$ cat src/rtl/brightness_link_controller_unit_assert.svh
// ----------------------------------------------------------------------------
// brightness link controller assertion macros
// shared concurrent assertion forms, clocked on clk and disabled in reset
// ----------------------------------------------------------------------------
`ifndef BRIGHTNESS_LINK_CONTROLLER_UNIT_ASSERT_SVH
`define BRIGHTNESS_LINK_CONTROLLER_UNIT_ASSERT_SVH

// same-cycle implication
`define BLC_ASSERT_IMP(label, ante, cons) \
  label: assert property (@(posedge clk) disable iff (!rst_n) (ante) |-> (cons)) \
    else $error("brightness link controller check failed");

// next-cycle implication
`define BLC_ASSERT_NXT(label, ante, cons) \
  label: assert property (@(posedge clk) disable iff (!rst_n) (ante) |=> (cons)) \
    else $error("brightness link controller check failed");

`endif

$ cat src/rtl/blc_pkg.sv
// ----------------------------------------------------------------------------
// blc_pkg
// types, codes and helpers shared by the brightness link controller
// ----------------------------------------------------------------------------
package blc_pkg;

  localparam int unsigned AddrW = 4;

  // register map, index = paddr[3:2]
  localparam logic [1:0] REG_RETRY_LIMIT   = 2'd0;
  localparam logic [1:0] REG_MIN_LEVEL     = 2'd1;
  localparam logic [1:0] REG_MAX_LEVEL     = 2'd2;
  localparam logic [1:0] REG_DEFAULT_LEVEL = 2'd3;

  localparam logic [7:0] RETRY_LIMIT_RST   = 8'd10;
  localparam logic [3:0] MIN_LEVEL_RST     = 4'd3;
  localparam logic [3:0] MAX_LEVEL_RST     = 4'd10;
  localparam logic [3:0] DEFAULT_LEVEL_RST = 4'd9;

  // item commands
  localparam logic CMD_START = 1'b0;
  localparam logic CMD_DONE  = 1'b1;

  // request codes
  localparam logic [1:0] REQ_INC     = 2'd0;
  localparam logic [1:0] REQ_DEC     = 2'd1;
  localparam logic [1:0] REQ_SET     = 2'd2;
  localparam logic [1:0] REQ_DEFAULT = 2'd3;

  // result status codes
  localparam logic [2:0] ST_BUSY       = 3'd0;
  localparam logic [2:0] ST_SUCCESS    = 3'd1;
  localparam logic [2:0] ST_READ_FAIL  = 3'd2;
  localparam logic [2:0] ST_WRITE_FAIL = 3'd3;
  localparam logic [2:0] ST_IGNORED    = 3'd4;

  localparam logic [7:0] POLL_BYTE = 8'hFF;

  typedef struct packed {
    logic [7:0] retry_limit;
    logic [3:0] min_level;
    logic [3:0] max_level;
    logic [3:0] default_level;
  } cfg_t;

  typedef struct packed {
    logic              command;
    logic [1:0]        request;
    logic signed [7:0] level_value;
    logic [7:0]        rx_byte;
    logic              xfer_ok;
  } item_t;

  typedef struct packed {
    logic       send_valid;
    logic [7:0] send_byte;
    logic [2:0] status;
    logic [3:0] read_level;
    logic [3:0] new_level;
    logic       lid_closed;
    logic       screen_off;
    logic       shutdown_req;
  } result_t;

  // parity of the low seven bits
  function automatic logic par7(input logic [7:0] v);
    par7 = ^v[6:0];
  endfunction

endpackage

$ cat src/rtl/blc_cfg.sv
// ----------------------------------------------------------------------------
// blc_cfg
// apb register file holding retry limit, level clamp and default level
// ----------------------------------------------------------------------------
module blc_cfg (
  input  logic                     clk,
  input  logic                     rst_n,
  input  logic                     psel,
  input  logic                     penable,
  input  logic                     pwrite,
  input  logic [blc_pkg::AddrW-1:0] paddr,
  input  logic [31:0]              pwdata,
  output logic [31:0]              prdata,
  output logic                     pready,
  output blc_pkg::cfg_t            cfg
);

  blc_pkg::cfg_t cfg_r;
  blc_pkg::cfg_t cfg_nxt;
  logic          wr_en;
  logic [1:0]    reg_idx;

  assign pready  = 1'b1;
  assign wr_en   = psel && penable && pwrite;
  assign reg_idx = paddr[3:2];

  always_comb begin
    cfg_nxt = cfg_r;
    if (wr_en) begin
      case (reg_idx)
        blc_pkg::REG_RETRY_LIMIT:   cfg_nxt.retry_limit   = pwdata[7:0];
        blc_pkg::REG_MIN_LEVEL:     cfg_nxt.min_level     = pwdata[3:0];
        blc_pkg::REG_MAX_LEVEL:     cfg_nxt.max_level     = pwdata[3:0];
        blc_pkg::REG_DEFAULT_LEVEL: cfg_nxt.default_level = pwdata[3:0];
        default:                    cfg_nxt = cfg_r;
      endcase
    end
  end

  always_ff @(posedge clk) begin
    if (!rst_n) begin
      cfg_r.retry_limit   <= blc_pkg::RETRY_LIMIT_RST;
      cfg_r.min_level     <= blc_pkg::MIN_LEVEL_RST;
      cfg_r.max_level     <= blc_pkg::MAX_LEVEL_RST;
      cfg_r.default_level <= blc_pkg::DEFAULT_LEVEL_RST;
    end else begin
      cfg_r <= cfg_nxt;
    end
  end

  always_comb begin
    case (reg_idx)
      blc_pkg::REG_RETRY_LIMIT:   prdata = {24'd0, cfg_r.retry_limit};
      blc_pkg::REG_MIN_LEVEL:     prdata = {28'd0, cfg_r.min_level};
      blc_pkg::REG_MAX_LEVEL:     prdata = {28'd0, cfg_r.max_level};
      blc_pkg::REG_DEFAULT_LEVEL: prdata = {28'd0, cfg_r.default_level};
      default:                    prdata = 32'd0;
    endcase
  end

  assign cfg = cfg_r;

endmodule

$ cat src/rtl/blc_core.sv
// ----------------------------------------------------------------------------
// blc_core
// link sequencer: status check, level forming, echo check and retry count
// ----------------------------------------------------------------------------
`include "brightness_link_controller_unit_assert.svh"

module blc_core (
  input  logic             clk,
  input  logic             rst_n,
  input  blc_pkg::cfg_t    cfg,
  input  logic             fire,
  input  blc_pkg::item_t   item,
  output blc_pkg::result_t res
);

  localparam logic [1:0] PH_IDLE  = 2'd0;
  localparam logic [1:0] PH_READ  = 2'd1;
  localparam logic [1:0] PH_WRITE = 2'd2;

  logic [1:0] phase_r,      phase_nxt;
  logic [7:0] retry_r,      retry_nxt;
  logic [1:0] pend_req_r,   pend_req_nxt;
  logic [7:0] pend_val_r,   pend_val_nxt;
  logic [7:0] cmd_byte_r,   cmd_byte_nxt;
  logic [6:0] stat_flds_r,  stat_flds_nxt;

  logic              read_good;
  logic              write_good;
  logic              can_retry;
  logic [3:0]        cur_level;
  logic signed [8:0] lv_raw;
  logic signed [8:0] lv_hi;
  logic signed [8:0] lv_clip;
  logic [3:0]        lvl;
  logic [7:0]        formed_byte;
  logic              send_v;
  logic [7:0]        send_b;
  logic [2:0]        st;

  assign read_good  = item.xfer_ok && (blc_pkg::par7(item.rx_byte) == item.rx_byte[7]);
  assign write_good = item.xfer_ok && (item.rx_byte[6:3] == cmd_byte_r[6:3]);
  assign can_retry  = retry_r < cfg.retry_limit;
  assign cur_level  = item.rx_byte[6:3];

  // new level from the fresh status byte and the stored request
  always_comb begin
    case (pend_req_r)
      blc_pkg::REQ_INC: lv_raw = $signed({5'd0, cur_level}) + 9'sd1;
      blc_pkg::REQ_DEC: lv_raw = $signed({5'd0, cur_level}) - 9'sd1;
      blc_pkg::REQ_SET: lv_raw = $signed({pend_val_r[7], pend_val_r});
      default:          lv_raw = $signed({5'd0, cfg.default_level});
    endcase
  end

  // clamp to max first, then raise to min
  assign lv_hi   = (lv_raw > $signed({5'd0, cfg.max_level})) ?
                   $signed({5'd0, cfg.max_level}) : lv_raw;
  assign lv_clip = (lv_hi < $signed({5'd0, cfg.min_level})) ?
                   $signed({5'd0, cfg.min_level}) : lv_hi;
  assign lvl     = lv_clip[3:0];
  // bit 7 carries parity of bits 0-6; bits 0-2 are zero
  assign formed_byte = {^lvl, lvl, 3'b000};

  always_comb begin
    phase_nxt     = phase_r;
    retry_nxt     = retry_r;
    pend_req_nxt  = pend_req_r;
    pend_val_nxt  = pend_val_r;
    cmd_byte_nxt  = cmd_byte_r;
    stat_flds_nxt = stat_flds_r;
    send_v        = 1'b0;
    send_b        = 8'd0;
    st            = blc_pkg::ST_IGNORED;
    if (item.command == blc_pkg::CMD_START) begin
      if (phase_r == PH_IDLE) begin
        pend_req_nxt = item.request;
        pend_val_nxt = item.level_value;
        retry_nxt    = 8'd0;
        phase_nxt    = PH_READ;
        send_v       = 1'b1;
        send_b       = blc_pkg::POLL_BYTE;
        st           = blc_pkg::ST_BUSY;
      end
    end else begin
      case (phase_r)
        PH_READ: begin
          if (read_good) begin
            stat_flds_nxt = item.rx_byte[6:0];
            cmd_byte_nxt  = formed_byte;
            retry_nxt     = 8'd0;
            phase_nxt     = PH_WRITE;
            send_v        = 1'b1;
            send_b        = formed_byte;
            st            = blc_pkg::ST_BUSY;
          end else if (can_retry) begin
            retry_nxt = retry_r + 8'd1;
            send_v    = 1'b1;
            send_b    = blc_pkg::POLL_BYTE;
            st        = blc_pkg::ST_BUSY;
          end else begin
            phase_nxt = PH_IDLE;
            st        = blc_pkg::ST_READ_FAIL;
          end
        end
        PH_WRITE: begin
          if (write_good) begin
            phase_nxt = PH_IDLE;
            st        = blc_pkg::ST_SUCCESS;
          end else if (can_retry) begin
            retry_nxt = retry_r + 8'd1;
            send_v    = 1'b1;
            send_b    = cmd_byte_r;
            st        = blc_pkg::ST_BUSY;
          end else begin
            phase_nxt = PH_IDLE;
            st        = blc_pkg::ST_WRITE_FAIL;
          end
        end
        default: begin
          st = blc_pkg::ST_IGNORED;
        end
      endcase
    end
  end

  always_ff @(posedge clk) begin
    if (!rst_n) begin
      phase_r     <= PH_IDLE;
      retry_r     <= 8'd0;
      pend_req_r  <= 2'd0;
      pend_val_r  <= 8'd0;
      cmd_byte_r  <= 8'd0;
      stat_flds_r <= 7'd0;
    end else if (fire) begin
      phase_r     <= phase_nxt;
      retry_r     <= retry_nxt;
      pend_req_r  <= pend_req_nxt;
      pend_val_r  <= pend_val_nxt;
      cmd_byte_r  <= cmd_byte_nxt;
      stat_flds_r <= stat_flds_nxt;
    end
  end

  // result reflects the state after this beat
  always_comb begin
    res.send_valid   = send_v;
    res.send_byte    = send_b;
    res.status       = st;
    res.read_level   = stat_flds_nxt[6:3];
    res.new_level    = cmd_byte_nxt[6:3];
    res.lid_closed   = stat_flds_nxt[2];
    res.screen_off   = stat_flds_nxt[1];
    res.shutdown_req = stat_flds_nxt[0];
  end

  `BLC_ASSERT_NXT(a_start_enters_read,
    fire && item.command == blc_pkg::CMD_START && phase_r == PH_IDLE,
    phase_r == PH_READ && retry_r == 8'd0)
  `BLC_ASSERT_IMP(a_success_only_in_write,
    fire && res.status == blc_pkg::ST_SUCCESS, phase_r == PH_WRITE)
  `BLC_ASSERT_NXT(a_fail_returns_idle,
    fire && (res.status == blc_pkg::ST_READ_FAIL || res.status == blc_pkg::ST_WRITE_FAIL),
    phase_r == PH_IDLE)
  `BLC_ASSERT_IMP(a_write_resend_same_byte,
    fire && res.send_valid && phase_r == PH_WRITE && item.command == blc_pkg::CMD_DONE,
    res.send_byte == cmd_byte_r)

endmodule

$ cat src/rtl/brightness_link_controller_unit.sv
// ----------------------------------------------------------------------------
// brightness_link_controller_unit
// host-side sequencer for a one-byte spi link to a display hub
// ----------------------------------------------------------------------------
// Every input beat yields exactly one result beat. A start beat (command 0)
// asks for a 0xFF status poll; a transfer-done beat (command 1) hands in the
// byte the hub returned. A good status (xfer_ok set, bit 7 equal to the parity
// of bits 0-6) is decoded into lid, screen-off, shutdown and a four-bit level,
// and a new level is formed from the stored request, clamped to max_level and
// then raised to min_level, and sent as a command byte until the hub echoes
// the level bits. Failed checks are retried up to retry_limit extra times.
// Throughput is one beat per clock while out_stall is low: a beat sits in the
// input register while the sequencer logic works on it, and its result lands
// in the output register, which drives out_valid.
// Settings are written over the apb port (pready always high); the user must
// write them only while no request is in flight (not enforced by the block).
module brightness_link_controller_unit (
  input  logic                      clk,
  input  logic                      rst_n,
  // apb configuration port
  input  logic                      psel,
  input  logic                      penable,
  input  logic                      pwrite,
  input  logic [blc_pkg::AddrW-1:0] paddr,
  input  logic [31:0]               pwdata,
  output logic [31:0]               prdata,
  output logic                      pready,
  // input channel
  input  logic                      in_valid,
  output logic                      in_stall,
  input  logic                      in_command,
  input  logic [1:0]                in_request,
  input  logic signed [7:0]         in_level_value,
  input  logic [7:0]                in_rx_byte,
  input  logic                      in_xfer_ok,
  // result channel
  output logic                      out_valid,
  input  logic                      out_stall,
  output logic                      out_send_valid,
  output logic [7:0]                out_send_byte,
  output logic [2:0]                out_status,
  output logic [3:0]                out_read_level,
  output logic [3:0]                out_new_level,
  output logic                      out_lid_closed,
  output logic                      out_screen_off,
  output logic                      out_shutdown_req
);

  blc_pkg::cfg_t    cfg;
  blc_pkg::item_t   item_r;
  blc_pkg::result_t res;
  blc_pkg::result_t res_r;
  logic             in_valid_r;
  logic             out_valid_r;
  logic             out_free;
  logic             fire;

  blc_cfg u_cfg (
    .clk     (clk),
    .rst_n   (rst_n),
    .psel    (psel),
    .penable (penable),
    .pwrite  (pwrite),
    .paddr   (paddr),
    .pwdata  (pwdata),
    .prdata  (prdata),
    .pready  (pready),
    .cfg     (cfg)
  );

  // output register can take a new result when empty or being drained
  assign out_free = !out_valid_r || !out_stall;
  // the held beat is processed when its result has somewhere to go
  assign fire     = in_valid_r && out_free;
  // input register only blocks when its beat cannot move on
  assign in_stall = in_valid_r && !out_free;

  // input register
  always_ff @(posedge clk) begin
    if (!rst_n) begin
      in_valid_r <= 1'b0;
    end else if (!in_stall) begin
      in_valid_r <= in_valid;
    end
  end

  always_ff @(posedge clk) begin
    if (!in_stall) begin
      item_r.command     <= in_command;
      item_r.request     <= in_request;
      item_r.level_value <= in_level_value;
      item_r.rx_byte     <= in_rx_byte;
      item_r.xfer_ok     <= in_xfer_ok;
    end
  end

  blc_core u_core (
    .clk   (clk),
    .rst_n (rst_n),
    .cfg   (cfg),
    .fire  (fire),
    .item  (item_r),
    .res   (res)
  );

  // result register
  always_ff @(posedge clk) begin
    if (!rst_n) begin
      out_valid_r <= 1'b0;
    end else if (out_free) begin
      out_valid_r <= fire;
    end
  end

  always_ff @(posedge clk) begin
    if (fire) begin
      res_r <= res;
    end
  end

  assign out_valid        = out_valid_r;
  assign out_send_valid   = res_r.send_valid;
  assign out_send_byte    = res_r.send_byte;
  assign out_status       = res_r.status;
  assign out_read_level   = res_r.read_level;
  assign out_new_level    = res_r.new_level;
  assign out_lid_closed   = res_r.lid_closed;
  assign out_screen_off   = res_r.screen_off;
  assign out_shutdown_req = res_r.shutdown_req;

endmodule
$ cat config.mk
export PLATFORM = sky130hd
export DESIGN_NAME = brightness_link_controller_unit
export DESIGN_NICKNAME = d
export VERILOG_FILES = /design/src/rtl/blc_pkg.sv /design/src/rtl/blc_cfg.sv /design/src/rtl/blc_core.sv /design/src/rtl/brightness_link_controller_unit.sv
export VERILOG_INCLUDE_DIRS = /design/src /design/src/rtl
export SDC_FILE = /design/constraint.sdc
export NUM_CORES = 1
export LEC_CHECK = 0
export ABC_CLOCK_PERIOD_IN_PS = 5500
export BUFFER_PORTS_ARGS = -buffer_cell sky130_fd_sc_hd__buf_4
export CORE_ASPECT_RATIO = 0.5
export CORE_MARGIN = 5
export CORE_UTILIZATION = 55
export CTS_CLUSTER_DIAMETER = 100
export DETAILED_ROUTE_END_ITERATION = 16
export GPL_TIMING_DRIVEN = 0
export HOLD_SLACK_MARGIN = 0.1
export PLACE_DENSITY_LB_ADDON = 0.08
export SYNTH_ARGS = -nofsm -noshare
export SYNTH_HDL_FRONTEND = slang
export SYNTH_HIERARCHICAL = 1
export SYNTH_SLANG_ARGS = --single-unit
$ cat constraint.sdc
create_clock -name clk -period 5.5 [get_ports clk]
set_clock_uncertainty 0.15 [all_clocks]
set_input_delay 0.275 -clock clk [delete_from_list [all_inputs] [get_ports clk]]
set_output_delay 0.275 -clock clk [all_outputs]
set_load 0.005 [all_outputs]
==> results by group <==
Outcome
  – Outcome: completed

Worst setup path
  – Critical Path Source: item_r[6]
  – Worst r2r dst: out_new_level[3]
  – CP bufs+invs: 2
  – Crit path max-delay family: multiplexers
  – Req. time, crit path: 5.44 ns
  – CP arrival: approximately 5.0 ns
  – Worst Setup End Kind: flop
  – CP max FO: 9
  – Max incr delay on CP: ~0.53 ns
  – Worst reg2reg startpoint: item_r[6]
  – Critical-path cell with the highest stage delay: edfxtp_1
  – Startpoint Class: flop
  – Most Frequent Cell on Critical Path: ha_1
  – CP Class: flop to flop
  – Number of cells on the critical path: 20
  – Worst-case reg-to-reg path depth: 20
  – Worst path cell trace: inv_1 > ha_1 > a21boi_0 > mux2_2 > o21ai_1 > ha_1 > nand4_1 > o21ai_0 > o32a_2 > nor2_1 > mux2_2 > ha_1 > nand3_1 > nand4b_1 > nor2_1 > mux2_4 > or2_1 > buf_6 > mux2i_1 > o21ai_1
  – R2R Setup Slk: 0.41 ns
  – End point of the critical path: out_new_level[3]

Yosys
  – Dominant synthesized flop cell: dfxtp_1
  – Post-synthesis register bit count: 97
  – Share of the synthesized area in the top cell type: between 20% and 30%
  – Synth top area cells: edfxtp_1, dfxtp_1, mux2i_1
  – Post-synth ARST share: 0%
  – Cell accounting for the most synthesized area: edfxtp_1
  – Mapped Cells: ~530
  – Mapped Area: 5355 sq um
  – Seq/Total Area, Yosys: ~44%
  – EDFF count, synth: 43
  – Unique masters post-synth: just under 70
  – Mean Syn Cell Area: about 10 sq um
  – Syn. warnings: 6

Place
  – Port buffer count: 67
  – Dpl hpwl: approximately 9.2 mm
  – Final GP Congestion: 0.9445

Timing
  – Max Fclk: about 0.2 GHz
  – Hold Vio Cnt, Final: 0
  – Max-slew violation count: 0
  – Setup violators final: 0
  – Setup_tns: 0 ns
  – Unrepaired setup endpoints after global routing: false
  – Worst slew pin tran: approximately 0.8 ns
  – Final period util: between 90% and 100%
  – Slew HR: 47.85%
  – Tmin final: 5.094 ns

Detailed routing
  – WL/cell: roughly 16 um
  – 1st-iter DRT viols: approximately 380
  – Vias: 4298
  – Drt total wl: 12.74 mm
  – Post-DRT Antenna Nets: 0
  – # DRC: 0
  – Vias per Instance: 5.339
  – Drt pass-1 iters: 5

Floorplan
  – Die X: 149.5 um
  – IO Count: ~120
  – # rows: 25
  – Die Y-Extent: roughly 80 um
  – Die ar.: roughly 12000 sq um
  – Core area: between 9000 and 10000 sq um
  – Initial Util: about 57%

Clock network
  – Clk slew on worst S/H paths: 0.07 ns
  – H-tree depth: 3
  – Clock Sinks: between 90 and 100
  – Clk_lat worst skew: 0.35 ns
  – Post-CTS setup buffer count: 0
  – CTS tree: yes
  – CTS Buf Count: 9
  – Max clock buf depth: 2
  – # hold bufs at CTS: 31
  – Clock Tree Root: clkbuf_16
  – PostCTS Resize Cnt: 0

Global route
  – Antenna violations before repair: 0
  – First-pass GRT wire length: between 20 and 25 mm
  – Vias in the first global route: approximately 4200
  – Largest net degree at the start of global routing: 22
  – Total track usage: 22.40%
  – Grt total ovfl: 0

Layout
  – N_diodes: 0
  – Layout cells sized above 1: between 20 and 25%
  – Post-layout util: roughly 71%
  – Area Overhead vs Synth: 25.58%
  – Fill cells: around 750
  – Nets: 751

Power
  – Pwr Density: between 200 and 300 nW/um^2
  – P_leak: ~2.8 nW
  – Peak VDD IR: approximately 0.15 mV

Run
  – Max-Cap Viols: 0

Worst hold path
  – HP Class: primary input to flop
  – Worst Hold Depth: 3
-- report_power, final --
| part | switching, W | internal [W] | total (W) |
|---|---|---|---|
| Sequential | 0.0000146 | 0.000776 | 0.000791 |
| Clock | 0.000276 | 0.000323 | 0.000600 |
| Combinational | 0.000156 | 0.000151 | 0.000307 |
| Total | 0.000447 | 0.00125 | 0.00170 |
-- how the worst min path moves through the flow --
stage	startpoint	end	slack [ns]
2_1_floorplan	in_xfer_ok	item_r[0]	0.22
3_3_place_gp	u_core/pend_val_r[3]	u_core/pend_val_r[3]	0.29
3_5_place_dp	u_core/pend_val_r[3]	u_core/pend_val_r[3]	0.30
4_1_cts	pwdata[2]	u_cfg/cfg[14]	0.11
5_1_grt	pwdata[2]	u_cfg/cfg[10]	0.12
6_report	pwdata[2]	u_cfg/cfg[14]	0.12
-- cell families (layout without fill, tap and decap cells) --
logic type               Yosys count  after routing  synth area share, %
multiplexers                      47             47                10.23
flip-flops                        97             97                44.30
XOR/XNOR                          18             18                3.715
other                              2             25               0.1402
adder cells (fa/ha/maj)           23             23                5.374
buffers and inverters             79            194                8.738
AO/OA/AOI/OAI                     97             97                11.85
AND/OR/NAND/NOR                  169            169                15.65
-- cell usage in the layout (no fill, tap or decap), drive strengths merged, types with 3 or more instances in the layout --
master       instances
a211oi               4
dfxtp               54
mux4                 4
clkinv               4
buf                106
nor2                31
o21a                 3
nor4                 3
edfxtp              43
dlygate4sd3         31
and3b                3
nand3               12
conb                25
xor2                 7
mux2                 9
a21oi               22
nor2b               14
or2                  4
nor3                 9
mux2i               34
and2                 7
a21boi               3
nand2               67
o22ai                4
a31oi                6
ha                  23
or3                  3
clkbuf              22
o21ai               31
inv                 31
nand4                4
xnor3                3
o31ai                4
xnor2                8
nand2b               5
-- routing by layer --
metal | wire length, um | part of all wire, % | vias to the layer above | global-route usage [%]
met4 | 139 | 1.1 | 0 | 5.662
met2 | 5698 | 45 | 191 | 36.58
met3 | 1164 | 9.1 | 17 | 5.218
li1 | - | - | 2089 | -
met1 | 5740 | 45 | 2001 | 30.32
met5 | 0 | 0 | - | 0
-- registers in the layout, indices dropped and copies added, names as in the netlist, 3 cells and up --
signal	flops
out_status	3
out_new_level	4
out_read_level	4
u_core/retry_r	8
u_core/stat_flds_r	7
u_core/cmd_byte_r	5
u_core/pend_val_r	8
out_send_byte	8
u_cfg/cfg	20
item_r	20
-- through the flow --
stage	worst slack, ns	instance area [sq um]	total power (W)	std cells	hold WS, ns
floorplan	1.021	5441	0.001006	555	0.2239
global placement	0.1436	6113	0.001083	757	0.2898
detailed placement	0.4740	6132	0.001090	758	0.2982
CTS	0.4680	6725	0.001702	805	0.1105
global route	0.07031	6725	0.001783	805	0.1235
finish	0.4058	6725	0.001698	805	0.1187
-- area by class of cell --
cell class | instances | area [sq um] | area share, %
multi-input cells | 379 | 2605 | 38.73
flip-flops and latches | 97 | 2372 | 35.27
repair buffers | 99 | 828.3 | 12.32
plain buffers | 49 | 355.3 | 5.284
clock buffers | 11 | 242.7 | 3.609
well taps | 135 | 168.9 | 2.512
inverters | 30 | 112.6 | 1.674
clock inverters | 5 | 40.04 | 0.5953
-- worst register-to-register path, cell delays in order, from the launching register on --
cell      delay, ns
edfxtp_1       0.53
inv_1          0.20
ha_1           0.16
a21boi_0       0.23
mux2_2         0.37
o21ai_1        0.23
ha_1           0.29
nand4_1        0.08
o21ai_0        0.13
o32a_2         0.24
nor2_1         0.20
mux2_2         0.40
ha_1           0.30
nand3_1        0.08
nand4b_1       0.11
nor2_1         0.08
mux2_4         0.30
or2_1          0.22
buf_6          0.14
mux2i_1        0.28
o21ai_1        0.11
-- cell usage after synthesis (all sizes together) (2+ instances only) --
library cell / n
mux2: 9
mux4: 4
a21oi: 22
inv: 29
dfxtp: 54
a21boi: 3
xnor2: 8
xor2: 7
or2: 4
nor4: 3
edfxtp: 43
o211ai: 2
o21a: 3
xnor3: 3
a211oi: 4
buf: 38
and2: 7
and3b: 3
a31oi: 6
nand2b: 5
and3: 2
o22ai: 4
or3: 3
nand3: 12
nor3: 9
or4: 2
mux2i: 34
nand2: 67
o31ai: 4
nor2: 31
nor2b: 14
clkbuf: 11
a2111oi: 2
o2111ai: 2
conb: 2
a31o: 2
o21ai: 31
a22oi: 2
ha: 23
nand4: 4
Power figures use the tool's default switching activity.
